<file path="src/design/rbws_pkg.sv">
// Package for the ring buffer window statistics block.
// Field widths, status and operation codes, and the divider status type.
// No dependencies.
package rbws_pkg;

   // field widths of one reading and of the report
   localparam int TEMP_W   = 15;
   localparam int HUM_W    = 14;
   localparam int PRES_W   = 17;
   localparam int COUNT_W  = 9;
   localparam int STATUS_W = 2;
   localparam int ENTRY_W  = TEMP_W + HUM_W + PRES_W;

   // sums over at most 2**COUNT_W - 1 readings
   localparam int TSUM_W = TEMP_W + COUNT_W;
   localparam int HSUM_W = HUM_W + COUNT_W;
   localparam int PSUM_W = PRES_W + COUNT_W;

   // dividend width of the shared divider (widest sum magnitude)
   localparam int DIV_W = PSUM_W;

   // operation codes
   localparam logic OP_STORE  = 1'b0;
   localparam logic OP_REPORT = 1'b1;

   // status codes
   localparam logic [STATUS_W-1:0] STATUS_STORED  = 2'd0;
   localparam logic [STATUS_W-1:0] STATUS_REPORT  = 2'd1;
   localparam logic [STATUS_W-1:0] STATUS_NO_DATA = 2'd2;

   typedef struct packed {
      logic busy;
      logic done;
   } div_status_type;

endpackage

</file>
<file path="src/design/rbws_divider.sv">
// Shared iterative divider: unsigned dividend by a count, one quotient bit per cycle.
// Depends on rbws_pkg.
module rbws_divider (
   input  logic                                  clock,
   input  logic                                  reset,
   input  logic                                  start,
   input  logic [rbws_pkg::DIV_W-1:0]            dividend,
   input  logic [rbws_pkg::COUNT_W-1:0]          divisor,
   output logic [rbws_pkg::DIV_W-1:0]            quotient,
   output rbws_pkg::div_status_type              status
);

   localparam int STEP_W = $clog2(rbws_pkg::DIV_W + 1);
   localparam logic [STEP_W-1:0] STEP_LAST = STEP_W'(rbws_pkg::DIV_W - 1);

   logic                              busy_ff;
   logic                              done_ff;
   logic [STEP_W-1:0]                 step_ff;
   logic [rbws_pkg::COUNT_W:0]        rem_ff;
   logic [rbws_pkg::COUNT_W:0]        rem_in;
   logic [rbws_pkg::DIV_W-1:0]        dq_ff;
   logic [rbws_pkg::DIV_W-1:0]        dq_in;
   logic [rbws_pkg::COUNT_W-1:0]      divisor_ff;
   logic [rbws_pkg::COUNT_W:0]        rem_shift;
   logic [rbws_pkg::COUNT_W:0]        rem_diff;
   logic                              fits;

   // one restoring step: bring down the next dividend bit, try a subtract
   always_comb begin
      rem_shift = {rem_ff[rbws_pkg::COUNT_W-1:0], dq_ff[rbws_pkg::DIV_W-1]};
      rem_diff  = rem_shift - {1'b0, divisor_ff};
      fits      = (rem_shift >= {1'b0, divisor_ff});
      rem_in    = fits ? rem_diff : rem_shift;
      dq_in     = {dq_ff[rbws_pkg::DIV_W-2:0], fits};
   end

   // control
   always_ff @(posedge clock) begin
      if (reset) begin
         busy_ff <= 1'b0;
         done_ff <= 1'b0;
         step_ff <= '0;
      end else begin
         done_ff <= 1'b0;
         if (start) begin
            busy_ff <= 1'b1;
            step_ff <= '0;
         end else if (busy_ff) begin
            step_ff <= step_ff + 1'b1;
            if (step_ff == STEP_LAST) begin
               busy_ff <= 1'b0;
               done_ff <= 1'b1;
            end
         end
      end
   end

   // datapath: partial remainder and dividend shifting into quotient
   always_ff @(posedge clock) begin
      if (start) begin
         rem_ff     <= '0;
         dq_ff      <= dividend;
         divisor_ff <= divisor;
      end else if (busy_ff) begin
         rem_ff <= rem_in;
         dq_ff  <= dq_in;
      end
   end

   assign quotient    = dq_ff;
   assign status.busy = busy_ff;
   assign status.done = done_ff;

endmodule

</file>
<file path="config.mk">
export PLATFORM = sky130hd
export DESIGN_NAME = rbws_divider
export DESIGN_NICKNAME = d
export VERILOG_FILES = /design/src/design/rbws_pkg.sv /design/src/design/rbws_divider.sv
export SDC_FILE = /design/constraint.sdc
export NUM_CORES = 1
export LEC_CHECK = 0
export BUFFER_PORTS_ARGS = -buffer_cell sky130_fd_sc_hd__buf_2
export CORE_MARGIN = 5
export CORE_UTILIZATION = 48
export DETAILED_ROUTE_END_ITERATION = 8
export GPL_TIMING_DRIVEN = 1
export PLACE_DENSITY = 0.86
export SLEW_MARGIN = 5
export SYNTH_ARGS = -nofsm -noshare
export SYNTH_HDL_FRONTEND = slang
export SYNTH_SLANG_ARGS = --single-unit
</file>
<file path="constraint.sdc">
create_clock -name clock -period 2.3 [get_ports clock]
set_clock_uncertainty 0.1 [all_clocks]
set_input_delay 0 -clock clock [delete_from_list [all_inputs] [get_ports clock]]
set_output_delay 0 -clock clock [all_outputs]
set_load 0.05 [all_outputs]
</file>
# Word level (Yosys, flattened, before mapping)
# Index checks and enable logic that the tools add are counted.
word_totals:
  register_bits: 51
  word_cells: 21
  out_inout_bits: 28
classes:
  mux: 7
  eq_ne: 1
  bitwise: 1
  n_addsub: 2
  magnitude_cmp: 1
  reduce_logical: 3
op_table:
  columns: ["cell", "n"]
  rows:
  - ["$mux 26", 2]
  - ["$ge 10x9->1", 1]
  - ["$mux 9", 1]
  - ["$sub 9x9->9", 1]
  - ["$add 5x1->5 const B", 1]
  - ["$eq 5x5->1 const B", 1]
  - ["$mux 1", 4]
  - ["$reduce_or 3->1", 1]
  - ["$reduce_bool 2->1", 1]
  - ["$reduce_or 2->1", 1]
  - ["$not 1->1", 1]

# Longest topological paths before layout
depth:
  ltp_word: 4
  depth_mapped: 10
  mapped_depth_nobuf: 9

# Least setup slack after synthesis
# OpenSTA, ideal clock, no wires.
synth_path:
  kind: "flip-flop to flip-flop"
  startpoint: "reg dq_ff, in the netlist quotient[25]"
  endpoint: "reg rem_ff[6] (netlist name)"
  path_stages_with_launch: 11
  path_buffers: 1
  setup_slack_ns: -0.507
  t_arrival_ns: 2.584
  path_cell_list: "edfxtp_1 > inv_1 > ha_1 > inv_1 > fa_1 > a211oi_2 > o31ai_4 > a211oi_4 > buf_6 > mux2i_1 > a211oi_2"
synth_via:
  elab_chain_cells: 2
  word_cells_on_any_way: 3
  cone_classes: "add/sub: 1; order compare: 1; mux: 1"
synth_rtl:
  columns: ["item", "line", "source"]
  rows:
  - ["from (decl)", "rbws_divider.sv:21", "logic [rbws_pkg::DIV_W-1:0] dq_ff;"]
  - ["from (signal assigned)", "rbws_divider.sv:62", "dq_ff <= dividend;"]
  - ["from (signal assigned)", "rbws_divider.sv:66", "dq_ff <= dq_in;"]
  - ["$sub 9x9->9 / $ge 10x9->1 (equally long branches)", "rbws_divider.sv:31, rbws_divider.sv:32", null]
  - ["$mux 9 (*)", "rbws_divider.sv:33", "rem_in = fits ? rem_diff : rem_shift;"]
  - ["to (signal assigned)", "rbws_divider.sv:65", "rem_ff <= rem_in;"]
  - ["to (decl)", "rbws_divider.sv:19", "logic [rbws_pkg::COUNT_W:0] rem_ff;"]
# Every way passes the cells marked *; elsewhere a longest branch is shown, timed or not.
# A chain may end at the register's enable or synchronous reset.

# Worst setup path after layout
layout_path:
  startpoint: "reg dq_ff, in the netlist quotient[25]"
  endpoint: "reg rem_ff[1] (netlist name)"
# Same word-level chain as after synthesis.

==> results.tsv <==
metric	value	unit
outcome	finished, violations left	
violations	negative setup slack	
hold_path_class	in -> reg	
max_freq	387	MHz
portBuffers	65	
numCtsBuffers	5	
ys_warn_count	0	
fin_ws	-0.285	ns
chipHeight	83.2	um
final_util	0.696	
worstMarginPinSlew	0.565	ns
path_delay_family	compound AO/OA/AOI/OAI gates	
grtUsageTotal	0.189	
path_class	reg -> reg	
h-tree-depth	2	
overflow	0	
grt_max_degree	27	
r2r_slack	-0.29	ns
final_design_area_no_fill	3580	um^2
setup_tns	-2.15	ns
fin_total_pwr	0.00259	W
area_growth	39.3	%
setup_violations	10	
maxCapViolations	0	
period_needed	2.59	ns
layout_common_cells	65 x buf_2, 36 x dlygate4sd3_1, 35 x edfxtp_1	
crit_buf_inv	3	
crit_path_cell_trace	inv_2 -> ha_4 -> inv_4 -> fa_2 -> a211oi_4 -> o31ai_4 -> a211oi_4 -> buf_6 -> mux2i_1 -> a211oi_1	
clock_sinks	51	
finalHoldViolCount	0	
mostFrequentLayoutCell	buf_2	
cp-end-kind	register	
avgSynthCellArea	12.7	um^2
route.detailed.drc	0	
die_area	6910	um^2
maxSlewHeadroom	0.623	
synth-seq-cells	51	
place_area	2960	um^2
coreArea	5140	um^2
routabilityCongestion	0.858	
die_w	83.2	um
rows	26	
rsz0062_at_grt	yes	
synthesis.nets	252	
hold_path_depth	1	
diodes	0	
fin_crit_sh	1.12	
cpMaxStageDelayCell	edfxtp_1	
first_global_vias	2113	
dp_hpwl	4.01	mm
timing.final.max_slew_violations	0	
dr.first_iter.drc_count	175	
cp-start-kind	register	
timing.rr.start	quotient[25]	
cp_max_fo	6	
cp.arrival	2.66	ns
synth_cell_types	40	
layout-drive-gt1-share	0.429	
rr_endpoint	rem_ff[1]	
wire_per_inst	17.6	um
final_antenna_net_count	0	
cts_buffer_depth	2	
r2r_cells	10	
yosysSeqAreaShare	0.534	
start_util	0.500	
cts_tree	yes	
min_to	divisor_ff[2]	
clock_latency	0.31	ns
powerDensity	725	nW/um^2
via_count	2096	
max_stage_delay	0.42	ns
io-pin-count	66	
cp.required	2.38	ns
nets	368	
synthesis.area	2570	um^2
path_clk_slew	0.10	ns
synth_cells	202	
grt_pass1_wl	10.5	mm
hp-start	start	
fin_cells	389	
antenna_found_initial	0	
peakVddDrop	435	uV
dpl.cell_count	335	
drtPass1Iterations	4	
critPathMostFrequentCell	a211oi_4	
wirelength	6.85	mm
via_per_inst	5.39	
p_leak	1.53	nW
cts_root_buffer	clkbuf_8	
==> worst register-to-register path, cell delays in order, from the launching register on <==
cell,delay (ns)
edfxtp_1,0.42
inv_2,0.10
ha_4,0.15
inv_4,0.04
fa_2,0.38
a211oi_4,0.31
o31ai_4,0.11
a211oi_4,0.32
buf_6,0.18
mux2i_1,0.23
a211oi_1,0.11
==> layer usage <==
metal,vias up,global-route usage,share of wire
li1,973,-,-
met1,999,0.207,0.37
met2,97,0.344,0.54
met3,27,0.0465,0.054
met4,0,0.0832,0.038
met5,-,0,0
==> cell type report <==
type | count | area [um^2]
flip-flops and latches | 51 | 1370
multi-input cells | 125 | 1100
inverters | 14 | 55.1
fillers | 352 | 1560
clock buffers | 5 | 68.8
well taps | 70 | 87.6
repair buffers | 121 | 851
clock inverters | 3 | 46.3
==> cell families after synthesis <==
logic type / Yosys count / share of synthesized area
xor+xnor: 10 / 0.0341
buf+inv: 26 / 0.0614
mux: 29 / 0.125
compound gates: 29 / 0.0984
fa+ha+maj: 12 / 0.0614
simple gates: 45 / 0.0857
flops: 51 / 0.534
==> worst max-delay path by stage <==
stage / slack [ns] / from / endpoint / cells past startpoint
2_1_floorplan: -0.44 / quotient[25] / rem_ff[6] / 10
3_3_place_gp: -0.06 / quotient[25] / rem_ff[6] / 10
3_5_place_dp: -0.17 / quotient[25] / rem_ff[4] / 10
4_1_cts: -0.10 / quotient[25] / rem_ff[6] / 10
5_1_grt: -0.34 / quotient[25] / rem_ff[3] / 10
6_report: -0.29 / quotient[25] / rem_ff[1] / 10
==> synth_stat cells <==
cell | number | area [um^2]
edfxtp_1 | 35 | 1050
mux2_2 | 25 | 282
nor2_1 | 17 | 63.8
dfxtp_1 | 16 | 320
inv_1 | 14 | 52.6
ha_1 | 11 | 138
buf_6 | 7 | 78.8
nand2_1 | 7 | 26.3
xor2_1 | 7 | 61.3
nand4_1 | 6 | 37.5
a211oi_1 | 4 | 30.0
a21oi_1 | 4 | 20.0
mux2i_1 | 4 | 40.0
a311oi_1 | 3 | 26.3
clkbuf_1 | 3 | 11.3
nand3_1 | 3 | 15.0
nor3_1 | 3 | 15.0
xnor2_1 | 3 | 26.3
a211o_1 | 2 | 17.5
a211oi_2 | 2 | 25.0
a21o_1 | 2 | 15.0
buf_4 | 2 | 15.0
nor2b_1 | 2 | 12.5
o21ai_0 | 2 | 10.0
o311ai_0 | 2 | 17.5
or2_2 | 2 | 12.5
a211oi_4 | 1 | 20.0
a21o_2 | 1 | 8.76
a31o_2 | 1 | 8.76
a31oi_1 | 1 | 6.26
and3_1 | 1 | 6.26
and3b_1 | 1 | 8.76
fa_1 | 1 | 20.0
nand2b_1 | 1 | 6.26
nand4b_1 | 1 | 8.76
nor3b_1 | 1 | 7.51
o2111ai_1 | 1 | 8.76
o31a_2 | 1 | 10.0
o31ai_1 | 1 | 7.51
o31ai_4 | 1 | 21.3
==> where the power goes <==
group          internal [W]  switching (W)
logic              0.000337       0.000479
registers           0.00108      0.0000539
clock network      0.000328       0.000319
==> metrics by stage <==
stage | hold slack [ns] | setup slack [ns]
final | 0.117 | -0.285
after global routing | 0.134 | -0.341
after CTS | 0.114 | -0.100
after detailed placement | 0.0783 | -0.171
after global placement | 0.0762 | -0.0626
after floorplan | -0.0276 | -0.444
==> state kept, by name (all words and copies together), names as in the netlist <==
register	cells
divisor_ff	9
busy_ff	1
rem_ff	9
step_ff	5
done_ff	1
quotient	26
==> repair_timing <==
action | CTS | global route
hold endpoints to repair | 42 | 0
buffers inserted | 4 | 6
setup endpoints to repair | 10 | 10
hold buffers | 36 | 0
gates resized for setup | 7 | 11
pin swaps | 4 | 10
cloned | 0 | 0
No activity file was read; power rests on OpenSTA's default activity.
